$ cat src/rtl/core/dcrq_pkg.sv
// shared constants, command and status types for the divisor count range query unit
package dcrq_pkg;

    // largest number held in the tables
    localparam int LIMIT = 65535;
    localparam int DEPTH = LIMIT + 1;
    localparam int IDX_W = $clog2(DEPTH);

    // integer square root, evaluated at elaboration only
    function automatic int isqrt(input int v);
        int r;
        r = 0;
        while ((r + 1) * (r + 1) <= v) begin
            r = r + 1;
        end
        return r;
    endfunction

    localparam int SQRT_LIMIT = isqrt(LIMIT);
    localparam int PRIME_W    = $clog2(SQRT_LIMIT + 2);
    localparam int MULT_W     = IDX_W + 1;

    // table entry widths
    localparam int EXP_W = 5;
    localparam int DIV_W = 8;

    // divider width covers both index and divisor count operands
    localparam int DVD_W = (IDX_W > DIV_W) ? IDX_W : DIV_W;

    // stream field widths
    localparam int WANT_W      = 8;
    localparam int RANGE_W     = 16;
    localparam int COUNT_W     = 17;
    localparam int IN_TDATA_W  = 40;
    localparam int OUT_TDATA_W = 24;
    localparam int CMP_W       = (IDX_W > RANGE_W) ? IDX_W : RANGE_W;

    // controller to datapath commands
    typedef struct packed {
        logic init_write;
        logic sieve_start;
        logic prime_read;
        logic prime_next;
        logic mult_start;
        logic mult_read;
        logic mult_update;
        logic sweep_start;
        logic div_start_m;
        logic m_read;
        logic div_start_a;
        logic prod_calc;
        logic n_write_prime;
        logic n_write;
        logic q_load;
        logic scan_step;
        logic out_load;
    } dcrq_cmd_t;

    // datapath to controller status
    typedef struct packed {
        logic idx_last;
        logic prime_done;
        logic is_prime;
        logic mult_done;
        logic p_is_n;
        logic div_done;
        logic q_empty;
        logic scan_last;
        logic pipe_busy;
        logic out_busy;
    } dcrq_stat_t;

endpackage

$ cat src/rtl/core/dcrq_ctrl.sv
// controller state machine: table build sequence and query scan control
module dcrq_ctrl (
    input  logic                  aclk,
    input  logic                  aresetn,
    input  logic                  s_tvalid,
    output logic                  s_tready,
    input  dcrq_pkg::dcrq_stat_t  stat,
    output dcrq_pkg::dcrq_cmd_t   cmd
);
    import dcrq_pkg::*;

    typedef enum logic [3:0] {
        ST_INIT,
        ST_SV_TEST,
        ST_SV_PRIME,
        ST_SV_MRD,
        ST_SV_MUPD,
        ST_SW_RD,
        ST_SW_P,
        ST_SW_DIVM,
        ST_SW_M,
        ST_SW_DIVA,
        ST_SW_WR,
        ST_IDLE,
        ST_Q_CHK,
        ST_Q_SCAN,
        ST_Q_DRAIN,
        ST_Q_DONE
    } state_t;

    state_t state_reg;
    state_t state_next;

    always_ff @(posedge aclk) begin
        if (!aresetn) begin
            state_reg <= ST_INIT;
        end else begin
            state_reg <= state_next;
        end
    end

    assign s_tready = state_reg == ST_IDLE;

    always_comb begin
        cmd        = '0;
        state_next = state_reg;
        case (state_reg)
            ST_INIT: begin
                cmd.init_write = 1'b1;
                if (stat.idx_last) begin
                    cmd.sieve_start = 1'b1;
                    state_next      = ST_SV_TEST;
                end
            end
            ST_SV_TEST: begin
                if (stat.prime_done) begin
                    cmd.sweep_start = 1'b1;
                    state_next      = ST_SW_RD;
                end else begin
                    cmd.prime_read = 1'b1;
                    state_next     = ST_SV_PRIME;
                end
            end
            ST_SV_PRIME: begin
                if (stat.is_prime) begin
                    cmd.mult_start = 1'b1;
                    state_next     = ST_SV_MRD;
                end else begin
                    cmd.prime_next = 1'b1;
                    state_next     = ST_SV_TEST;
                end
            end
            ST_SV_MRD: begin
                if (stat.mult_done) begin
                    cmd.prime_next = 1'b1;
                    state_next     = ST_SV_TEST;
                end else begin
                    cmd.mult_read = 1'b1;
                    state_next    = ST_SV_MUPD;
                end
            end
            ST_SV_MUPD: begin
                cmd.mult_update = 1'b1;
                state_next      = ST_SV_MRD;
            end
            ST_SW_RD: begin
                // smallest factor of n is read at the current index
                state_next = ST_SW_P;
            end
            ST_SW_P: begin
                if (stat.p_is_n) begin
                    cmd.n_write_prime = 1'b1;
                    state_next        = stat.idx_last ? ST_IDLE : ST_SW_RD;
                end else begin
                    cmd.div_start_m = 1'b1;
                    state_next      = ST_SW_DIVM;
                end
            end
            ST_SW_DIVM: begin
                if (stat.div_done) begin
                    cmd.m_read = 1'b1;
                    state_next = ST_SW_M;
                end
            end
            ST_SW_M: begin
                cmd.div_start_a = 1'b1;
                state_next      = ST_SW_DIVA;
            end
            ST_SW_DIVA: begin
                if (stat.div_done) begin
                    cmd.prod_calc = 1'b1;
                    state_next    = ST_SW_WR;
                end
            end
            ST_SW_WR: begin
                cmd.n_write = 1'b1;
                state_next  = stat.idx_last ? ST_IDLE : ST_SW_RD;
            end
            ST_IDLE: begin
                if (s_tvalid) begin
                    cmd.q_load = 1'b1;
                    state_next = ST_Q_CHK;
                end
            end
            ST_Q_CHK: begin
                state_next = stat.q_empty ? ST_Q_DONE : ST_Q_SCAN;
            end
            ST_Q_SCAN: begin
                cmd.scan_step = 1'b1;
                if (stat.scan_last) begin
                    state_next = ST_Q_DRAIN;
                end
            end
            ST_Q_DRAIN: begin
                if (!stat.pipe_busy) begin
                    state_next = ST_Q_DONE;
                end
            end
            ST_Q_DONE: begin
                if (!stat.out_busy) begin
                    cmd.out_load = 1'b1;
                    state_next   = ST_IDLE;
                end
            end
            default: begin
                state_next = ST_INIT;
            end
        endcase
    end

endmodule

$ cat config.mk
export PLATFORM = sky130hd
export DESIGN_NAME = dcrq_ctrl
export DESIGN_NICKNAME = d
export VERILOG_FILES = /design/src/rtl/core/dcrq_pkg.sv /design/src/rtl/core/dcrq_ctrl.sv
export SDC_FILE = /design/constraint.sdc
export NUM_CORES = 1
export LEC_CHECK = 0
export ABC_AREA = 0
export ABC_CLOCK_PERIOD_IN_PS = 4000
export BUFFER_PORTS_ARGS = -buffer_cell sky130_fd_sc_hd__buf_4
export CORE_MARGIN = 5
export CORE_UTILIZATION = 49
export DETAILED_ROUTE_END_ITERATION = 10
export HOLD_SLACK_MARGIN = 0.12
export PLACE_DENSITY = 0.82
export SYNTH_ARGS = -nofsm -noshare
export SYNTH_HDL_FRONTEND = slang
export SYNTH_SLANG_ARGS = --single-unit
$ cat constraint.sdc
create_clock -name aclk -period 4 [get_ports aclk]
set_clock_uncertainty 0.2 [all_clocks]
set_input_delay 0.8 -clock aclk [delete_from_list [all_inputs] [get_ports aclk]]
set_output_delay 0.8 -clock aclk [all_outputs]
set_load 0.005 [all_outputs]
# Word level (Yosys, flattened, before mapping)
# Index checks and enable logic that the tools add are counted.
dict set report op_classes {
  eq_ne 22
  n_reduce_logical 2
  muxes 42
}
# operator n
set op_table {}
lappend op_table {{4-bit one-hot mux with 16 select lines} 1}
lappend op_table {{4-bit 2-to-1 mux} 9}
lappend op_table {{4-bit equality test, second input constant} 8}
lappend op_table {{1-bit 2-to-1 mux} 26}
lappend op_table {{4-bit by 3-bit equality test with 1-bit output, second input constant} 4}
lappend op_table {{2-bit != test, second input constant} 7}
lappend op_table {{4-bit by 2-bit equality test with 1-bit output, second input constant} 2}
lappend op_table {{7-bit AND reduction} 1}
lappend op_table {{2-bit 2-to-1 mux} 3}
lappend op_table {{3-bit 2-to-1 mux} 2}
lappend op_table {{4-bit by 1-bit equality test with 1-bit output, second input constant} 1}
lappend op_table {{4-bit logical NOT} 1}
lappend op_table {{1-bit one-hot mux with 2 select lines} 1}
dict set report totals {
  ff_bits 4
}

# Logic depth before layout (Yosys ltp)
# Gate-level depths: netlist (run 1).
dict set report logic_depth {
  word_depth 3
  ltp_mapped 6
}

# Least setup slack after synthesis (run 1)
# OpenSTA, ideal clock, no wires.
dict set report synth_path {
  kind {reg2out}
  start {register state_reg[0]}
  end {output cmd[7] (netlist bit)}
  n_path_buf 2
  slack_ns 1.883
  arrival_ns 1.117
  path_stages_with_launch 5
  path_cell_list {dfxtp_1 buf_2 buf_1 nor2b_1 and3_1}
}
# element line_no
set synth_rtl {}
lappend synth_rtl {{start: declaration} dcrq_ctrl.sv:31} ;# state_t state_reg;
lappend synth_rtl {{start signal: assignment} dcrq_ctrl.sv:38} ;# state_reg <= state_next;
lappend synth_rtl {{end: declaration} dcrq_ctrl.sv:8} ;# output dcrq_pkg::dcrq_cmd_t cmd

==> results.md, run 1 <==
* Routed vias at 770
* CP endpoint kind: output pin
* Chip height at 47.03 um
* Chip width at 47.03 um
* Initial antenna violation count at 0
* Max cap viols at 0
* Yosys warning count at 0
* Grt total ovfl at 0
* Area share of the largest cell type after synthesis at 11.92%
* Crit Path Category: register to output pin
* Clock latency on the worst-skew pair at 0.23 ns
* Clk buf depth at 2
* Clock Sinks at 4
* Routability Congestion at 0.8470
* Synth unique cells at 36
* Final nets at 136
* CTS Hold Buffers Added at 0
* Worst Max-Slew Pin Slew at 0.6715 ns
* Main synth FF type: dfxtp_1
* Fin cells at 136
* H-tree levels at 1
* DR iter-0 viols at 5
* Final setup vio count at 0
* Most common cell after layout, fill and taps aside: buf_4
* Vias in the first global route at 696
* TritonCTS clock tree: yes
* First-pass DRT Iterations at 4
* Layout overhead on the synthesized area at 33.33%
* Peak supply drop at 0.1659 mV
* Yosys reg bits at 4
* Status: finished clean
* Drc violations at 0
* IO buf count at 30
* Max incr delay on CP at 0.64 ns
* Worst Hold Depth at 2
* Resize count post-CTS at 0
* DRT Wirelength at 1.759 mm
* Flop2flop setup slack at 2.00 ns
* Leakage at 0.0003938 uW
* Synth async-reset ratio at 0%
* Worst path required time at 3.00 ns
* CP Data Arrival Time at 1.71 ns
* Crit path cell chain: or4_4, inv_1, and2_1, buf_4
* Worst path buffer plus inverter count at 2
* Hold Vio Cnt, Final at 0
* Ranking of synthesized cells by area: dfxtp_1 12%, nor3_1 7.4%, nand2b_1 5.6%
* Synth Net Count at 109
* Post-DR wirelength/cell at 12.93 um
* Final setup TNS at 0 ns
* RR Endpoint: state_reg[1]
* Peak fanout along the critical path at 23
* R2r startpoint: state_reg[3]
* Row Count at 13
* Ant diodes at 0
* Hold Path Class: register to register
* Antenna Nets Post-Route at 0
* Fin crit share at 67.68%
* Post-synth EDFFs at 0
* Fmax at 369.4 MHz
* Worst R2R Path Depth at 4
* DP HPWL at 1.356 mm
* Core Region at 1301 sq um
* Post CTS Setup Buffer Count at 0
* Register area share after synthesis at 11.92%
* TritonCTS Buffers at 3
* Slew Viols, Final at 0
* CTS clk-pin slew, worst paths at 0.04 ns
* Relative slew slack at 55.18%
* Largest net degree at the start of global routing at 25
* Startpoint Class: register
* Clk root buf: clkbuf_4
* Pwr Density at 241.6 nW/um^2
* Total GRT Usage at 17.57%
* Via density at 5.662
* Worst Hold End: state_reg[2]
* First-pass GRT wire length at 2.884 mm
* Crit-path leading delay family: simple AND/OR/NAND/NOR gates
* Initial Util at 51.63%
* Post-Synthesis Cells at 96
* HP Start: state_reg[2]
* RSZ-0062 raised after global routing: no
* Die area at 2212 sq um
* Syn_area_per_cell at 6.999 sq um
* Most frequent cells in the layout: 30 x buf_4, 10 x nor3_1, 9 x nor2_1
* Share of cells above drive strength 1 at 33.88%
* Max reg flops at 4
* Cell total after placement at 133
* CP max-delay cell: or4_4
* Area of the mapped netlist at 671.9 sq um
* Yosys top cell by area: dfxtp_1
* Final Critical Period at 2.707 ns
* Ports at 31
## power by group
group / total [uW] / switching (uW) / internal, uW
Clock: 49.5 / 15.9 / 33.5
Sequential: 69.0 / 24.2 / 44.8
Combinational: 98.0 / 41.1 / 56.9
Total: 216 / 81.3 / 135
## cell type report
cell class / instances / area, sq um
multi-input cells: 82 / 541.8
inverters: 2 / 7.507
well taps: 15 / 18.77
fillers: 125 / 405.4
repair buffers: 30 / 225.2
flip-flops and latches: 4 / 80.08
clock buffers: 3 / 22.52
## how the worst max path moves through the flow
stage	end	from	cells past startpoint
floorplan	cmd[7]	state_reg[0]	4
global placement	cmd[15]	state_reg[0]	4
detailed placement	cmd[15]	state_reg[0]	4
CTS	cmd[15]	state_reg[0]	4
global route	cmd[15]	state_reg[3]	4
finish	cmd[15]	state_reg[0]	4
## synthesized netlist by cell type (3+ instances only)
library cell	n
dfxtp_1	4
nor2_1	9
and2_1	3
mux2i_1	3
buf_2	4
nor2b_1	6
nand2_1	7
a21oi_1	5
and3_1	4
nand2b_1	6
nor3_1	10
## tightest hold or removal path: cells and delay by family, from the launching register on
family           cells  cell delay, ns
muxes                1            0.06
DFF                  1            0.50
and+or+nand+nor      1            0.14
## cell families (layout without fill, tap and decap cells)
kind of cell / after synthesis / after routing / synth area share [%]
buffers and inverters: 10 / 35 / 7.449
DFF: 4 / 4 / 11.92
and+or+nand+nor: 59 / 59 / 50.65
muxes: 3 / 3 / 4.469
AOI/OAI and AO/OA: 20 / 20 / 25.51
## layer usage
layer  vias up  track usage, %  wire length [um]  part of all wire, %
met1       348           23.36               781                   44
met4         0           1.105                 0                    0
met2        26           29.27               860                   49
met3         0           5.364               117                  6.7
met5         -               0                 0                    0
li1        396               -                 -                    -
## metrics by stage
stage	util, %	hold WS (ns)	setup slack (ns)	area [sq um]	power, uW
6_report	68.85	0.5569	1.293	895.9	216.5
5_1_grt	68.85	0.6230	1.232	895.9	233.4
3_3_place_gp	67.12	0.5345	1.591	873.3	164.8
2_1_floorplan	-	0.5377	1.883	671.9	134.4
3_5_place_dp	67.12	0.5443	1.540	873.3	167.5
4_1_cts	68.85	0.5570	1.289	895.9	219.7
Power figures use the tool's default switching activity.
==> inputs of run 2 (changes only) <==
--- a/config.mk
+++ b/config.mk
@@ -6,13 +6,13 @@
 export NUM_CORES = 1
 export LEC_CHECK = 0
 export ABC_AREA = 0
-export ABC_CLOCK_PERIOD_IN_PS = 4000
+export ABC_CLOCK_PERIOD_IN_PS = 2670
 export BUFFER_PORTS_ARGS = -buffer_cell sky130_fd_sc_hd__buf_4
 export CORE_MARGIN = 5
-export CORE_UTILIZATION = 49
+export CORE_UTILIZATION = 45
 export DETAILED_ROUTE_END_ITERATION = 10
 export HOLD_SLACK_MARGIN = 0.12
-export PLACE_DENSITY = 0.82
+export PLACE_DENSITY = 0.76
 export SYNTH_ARGS = -nofsm -noshare
 export SYNTH_HDL_FRONTEND = slang
 export SYNTH_SLANG_ARGS = --single-unit
==> constraint.sdc (replaced) <==
create_clock -name aclk -period 2.67 [get_ports aclk]
set_clock_uncertainty 0.2 [all_clocks]
set_input_delay 0.534 -clock aclk [delete_from_list [all_inputs] [get_ports aclk]]
set_output_delay 0.534 -clock aclk [all_outputs]
set_load 0.005 [all_outputs]
==> results.md, run 2 (same netlist as run 1, synthesis figures left out) <==
* Chip width at 48.64 um
* Routed vias at 772
* Crit path cell chain: or4_4, inv_1, and2_1, buf_4
* Via density at 5.594
* CTS Hold Buffers Added at 0
* Clk root buf: clkbuf_4
* Share of cells above drive strength 1 at 34.43%
* Hold Path Class: input pin to register
* Int Power at 205.3 uW
* Worst path required time at 1.94 ns
* Worst path buffer plus inverter count at 2
* Met2 wire len at 837 um
* R2r startpoint: state_reg[3]
* Flop2flop setup slack at 0.69 ns
* Relative slew slack at 53.92%
* Hold Vio Cnt, Final at 0
* Pwr Density at 360.2 nW/um^2
* Clk buf depth at 2
* Antenna Nets Post-Route at 0
* HP Start: aresetn
* CP endpoint kind: output pin
* Crit-path leading delay family: simple AND/OR/NAND/NOR gates
* RSZ-0062 raised after global routing: no
* DP HPWL at 1.344 mm
* Final setup TNS at 0 ns
* Total GRT Usage at 15.01%
* Sequential share of power at 27.9%
* Peak fanout along the critical path at 24
* Max cap viols at 0
* Sw power at 120.6 uW
* Most frequent cells in the layout: 31 x buf_4, 10 x nor3_1, 9 x nor2_1
* Die area at 2366 sq um
* Drc violations at 0
* Worst Hold Depth at 3
* Startpoint Class: register
* Met3 routed WL at 97 um
* Core Region at 1454 sq um
* DRT Wirelength at 1.729 mm
* Status: finished clean
* First-pass GRT wire length at 3.008 mm
* Final Critical Period at 2.416 ns
* Resize count post-CTS at 0
* Max incr delay on CP at 0.63 ns
* CP Data Arrival Time at 1.68 ns
* Vias in the first global route at 708
* Top Metal Used: met3
* Most common cell after layout, fill and taps aside: buf_4
* CP max-delay cell: or4_4
* CTS clk-pin slew, worst paths at 0.04 ns
* Post-DR wirelength/cell at 12.53 um
* Grt total ovfl at 0
* Leakage at 0.0003988 uW
* Peak supply drop at 0.3128 mV
* Ports at 31
* TritonCTS Buffers at 3
* Chip height at 48.64 um
* Routability Congestion at 0.7994
* Switching portion of total power at 37.00%
* Final setup vio count at 0
* Total chip power at 325.9 uW
* Layout overhead on the synthesized area at 34.64%
* Initial Util at 46.21%
* DR iter-0 viols at 18
* Worst R2R Path Depth at 4
* Row Count at 14
* Worst Hold End: state_reg[3]
* Clock Power Share at 22.5%
* RR Endpoint: state_reg[0]
* Slew Viols, Final at 0
* Clock latency on the worst-skew pair at 0.23 ns
* Fmax at 413.9 MHz
* Post CTS Setup Buffer Count at 0
* TritonCTS clock tree: yes
* Ant diodes at 0
* Fin crit share at 90.50%
* Final Cell Area at 904.6 sq um
* Metal-1 WL at 794 um
* Final nets at 137
* Worst Max-Slew Pin Slew at 0.6903 ns
* WHS at 0.3845 ns
* H-tree levels at 1
* First-pass DRT Iterations at 4
* Initial antenna violation count at 0
* Placed inst area at 882.1 sq um
* Crit Path Category: register to output pin
* Clock Sinks at 4
* Largest net degree at the start of global routing at 25
* Max reg flops at 4
* IO buf count at 30
* Fillers at 139
* Comb power frac at 49.6%
run 2: changes by cell type in the layout (fill, tap and decap cells not counted), sizes merged:
cell / change
buf: +1
run 2: how the worst max path moves through the flow:
| stage | startpoint | to | depth (start not counted) |
|---|---|---|---|
| after floorplan | state_reg[0] | cmd[7] | 4 |
| after global placement | state_reg[3] | cmd[15] | 4 |
| after detailed placement | state_reg[3] | cmd[15] | 4 |
| after CTS | state_reg[3] | cmd[15] | 4 |
| after global routing | state_reg[3] | cmd[2] | 4 |
| final | state_reg[3] | cmd[15] | 4 |
run 2: power groups by stage:
stage	clock, uW	sequential, uW	combinational, uW
6_report	73.3	91.0	162
5_1_grt	82.3	93.9	180
4_1_cts	76.0	90.6	163
3_5_place_dp	0	91.5	163
3_3_place_gp	0	90.2	160
2_1_floorplan	0	72.4	129
run 2: per-layer routing:
metal / vias up / track usage [%]
met3: 0 / 3.067
met2: 18 / 24.13
met4: 0 / 5.830
met1: 357 / 19.41
li1: 397 / -
met5: - / 0
run 2: through the flow:
stage	util, %	std cells	setup WS (ns)
2_1_floorplan	-	96	0.8187
3_3_place_gp	60.67	135	0.5284
3_5_place_dp	60.67	135	0.5038
4_1_cts	62.22	138	0.2519
5_1_grt	62.22	138	0.1375
6_report	62.22	138	0.2537
run 2: cell type report:
cell class	count	area, sq um	area share, %
multi-input combinational	82	541.8	59.89
timing repair buffer	31	232.7	25.73
sequential	4	80.08	8.852
clock buffer	3	22.52	2.490
tap	16	20.02	2.213
inverter	2	7.507	0.8299
run 2: worst register-to-register path, cell delays in order (launching register included):
cell      delay, ns
dfxtp_1        0.75
or3b_1         0.43
a21oi_2        0.20
nor3_2         0.09
a311oi_2       0.22
==> inputs of run 3 (changes only) <==
==> constraint.sdc (replaced) <==
create_clock -name aclk -period 2.67 [get_ports aclk]
set_clock_uncertainty 0.2 [all_clocks]
set_input_delay 0.4005 -clock aclk [delete_from_list [all_inputs] [get_ports aclk]]
set_output_delay 0.4005 -clock aclk [all_outputs]
set_load 0.005 [all_outputs]
==> results.md, run 3 (same netlist as run 1, synthesis figures left out) <==
* Leakage at 0.0003938 uW
* DR iter-0 viols at 12
* TritonCTS clock tree: yes
* Routability Congestion at 0.8004
* Fillers at 148
* IO buf count at 30
* Initial antenna violation count at 0
* Ports at 31
* Fin crit share at 85.75%
* Most frequent cells in the layout: 30 x buf_4, 10 x nor3_1, 9 x nor2_1
* Clock latency on the worst-skew pair at 0.24 ns
* First-pass GRT wire length at 2.953 mm
* Routed vias at 764
* Fmax at 436.8 MHz
* First-pass DRT Iterations at 4
* Hold Path Class: input pin to register
* CTS clk-pin slew, worst paths at 0.04 ns
* Clk root buf: clkbuf_4
* Final Critical Period at 2.289 ns
* Worst Max-Slew Pin Slew at 0.6928 ns
* Vias in the first global route at 675
* HP Start: aresetn
* Initial Util at 46.21%
* H-tree levels at 1
* Row Count at 14
* CTS Hold Buffers Added at 0
* Largest net degree at the start of global routing at 25
* DP HPWL at 1.359 mm
* Chip width at 48.64 um
* R2r startpoint: state_reg[3]
* Share of cells above drive strength 1 at 33.88%
* Chip height at 48.64 um
* Layout overhead on the synthesized area at 33.52%
* Final nets at 136
* Cell total after placement at 134
* Final Cell Area at 897.1 sq um
* Slew Viols, Final at 0
* Final setup vio count at 0
* Peak supply drop at 0.2351 mV
* CP Data Arrival Time at 1.69 ns
* Core Region at 1454 sq um
* Ant diodes at 0
* Most common cell after layout, fill and taps aside: buf_4
* Post CTS Setup Buffer Count at 0
* TritonCTS Buffers at 3
* RSZ-0062 raised after global routing: no
* Clock Sinks at 4
* Die area at 2366 sq um
* Clk buf depth at 2
* Grt total ovfl at 0
* Resize count post-CTS at 0
* Placed inst area at 874.6 sq um
* Startpoint Class: register
* DRT Wirelength at 1.794 mm
* Worst path required time at 2.07 ns
* Peak fanout along the critical path at 23
* Crit Path Category: register to output pin
* Relative slew slack at 53.75%
* Crit path cell chain: or4_4, inv_1, and2_1, buf_4
* Fin cells at 137
* Max cap viols at 0
* Post-DR wirelength/cell at 13.09 um
* Max incr delay on CP at 0.64 ns
* CP max-delay cell: or4_4
* Antenna Nets Post-Route at 0
* Final setup TNS at 0 ns
* Via density at 5.577
* CP endpoint kind: output pin
* Status: finished clean
* Pwr Density at 362.5 nW/um^2
* Drc violations at 0
* Total GRT Usage at 14.75%
* Hold Vio Cnt, Final at 0
* Worst setup path startpoint: state_reg[0]
* Max reg flops at 4
-- run 3: through the flow --
stage | setup slack (ns) | utilization [%] | total power [uW] | hold WS (ns)
2_1_floorplan | 0.9522 | - | 201.3 | 0.3463
3_3_place_gp | 0.6583 | 60.15 | 247.6 | 0.4904
3_5_place_dp | 0.6195 | 60.15 | 251.5 | 0.4912
4_1_cts | 0.3740 | 61.70 | 326.2 | 0.2442
5_1_grt | 0.2793 | 61.70 | 350.9 | 0.2637
6_report | 0.3805 | 61.70 | 325.2 | 0.2422
-- run 3: final cells by class --
cell class / count / area, sq um / share of cell area, %
repair buffers: 30 / 225.2 / 25.10
inverters: 2 / 7.507 / 0.8368
multi-input cells: 82 / 541.8 / 60.39
flip-flops and latches: 4 / 80.08 / 8.926
well taps: 16 / 20.02 / 2.232
clock buffers: 3 / 22.52 / 2.510
-- run 3: layer usage --
| layer | wire length [um] | part of all wire, % | vias up | track usage, % |
|---|---|---|---|---|
| li1 | - | - | 398 | - |
| met1 | 842 | 47 | 342 | 19.93 |
| met2 | 858 | 48 | 21 | 22.83 |
| met3 | 77 | 4.3 | 3 | 2.147 |
| met4 | 16 | 0.89 | 0 | 6.726 |
| met5 | 0 | 0 | - | 0 |
-- run 3: worst paths after layout --
kind         cells past startpoint  slack (ns)           end
max reg2reg                      4        0.67  state_reg[0]
max                              4        0.38       cmd[15]
min reg2reg                      2        0.56  state_reg[2]
min                              3        0.24  state_reg[3]
-- run 3: power by group --
part           internal (uW)  switching [uW]
logic                   85.2            61.4
registers               67.1            36.6
clock network           50.3            24.7
total                    203             123
-- run 3: critical path, delay by kind of cell (launching register included) --
family / cells / cell delay [ns]
buffers and inverters: 2 / 0.18
flip-flops: 1 / 0.51
AND/OR/NAND/NOR: 2 / 0.76
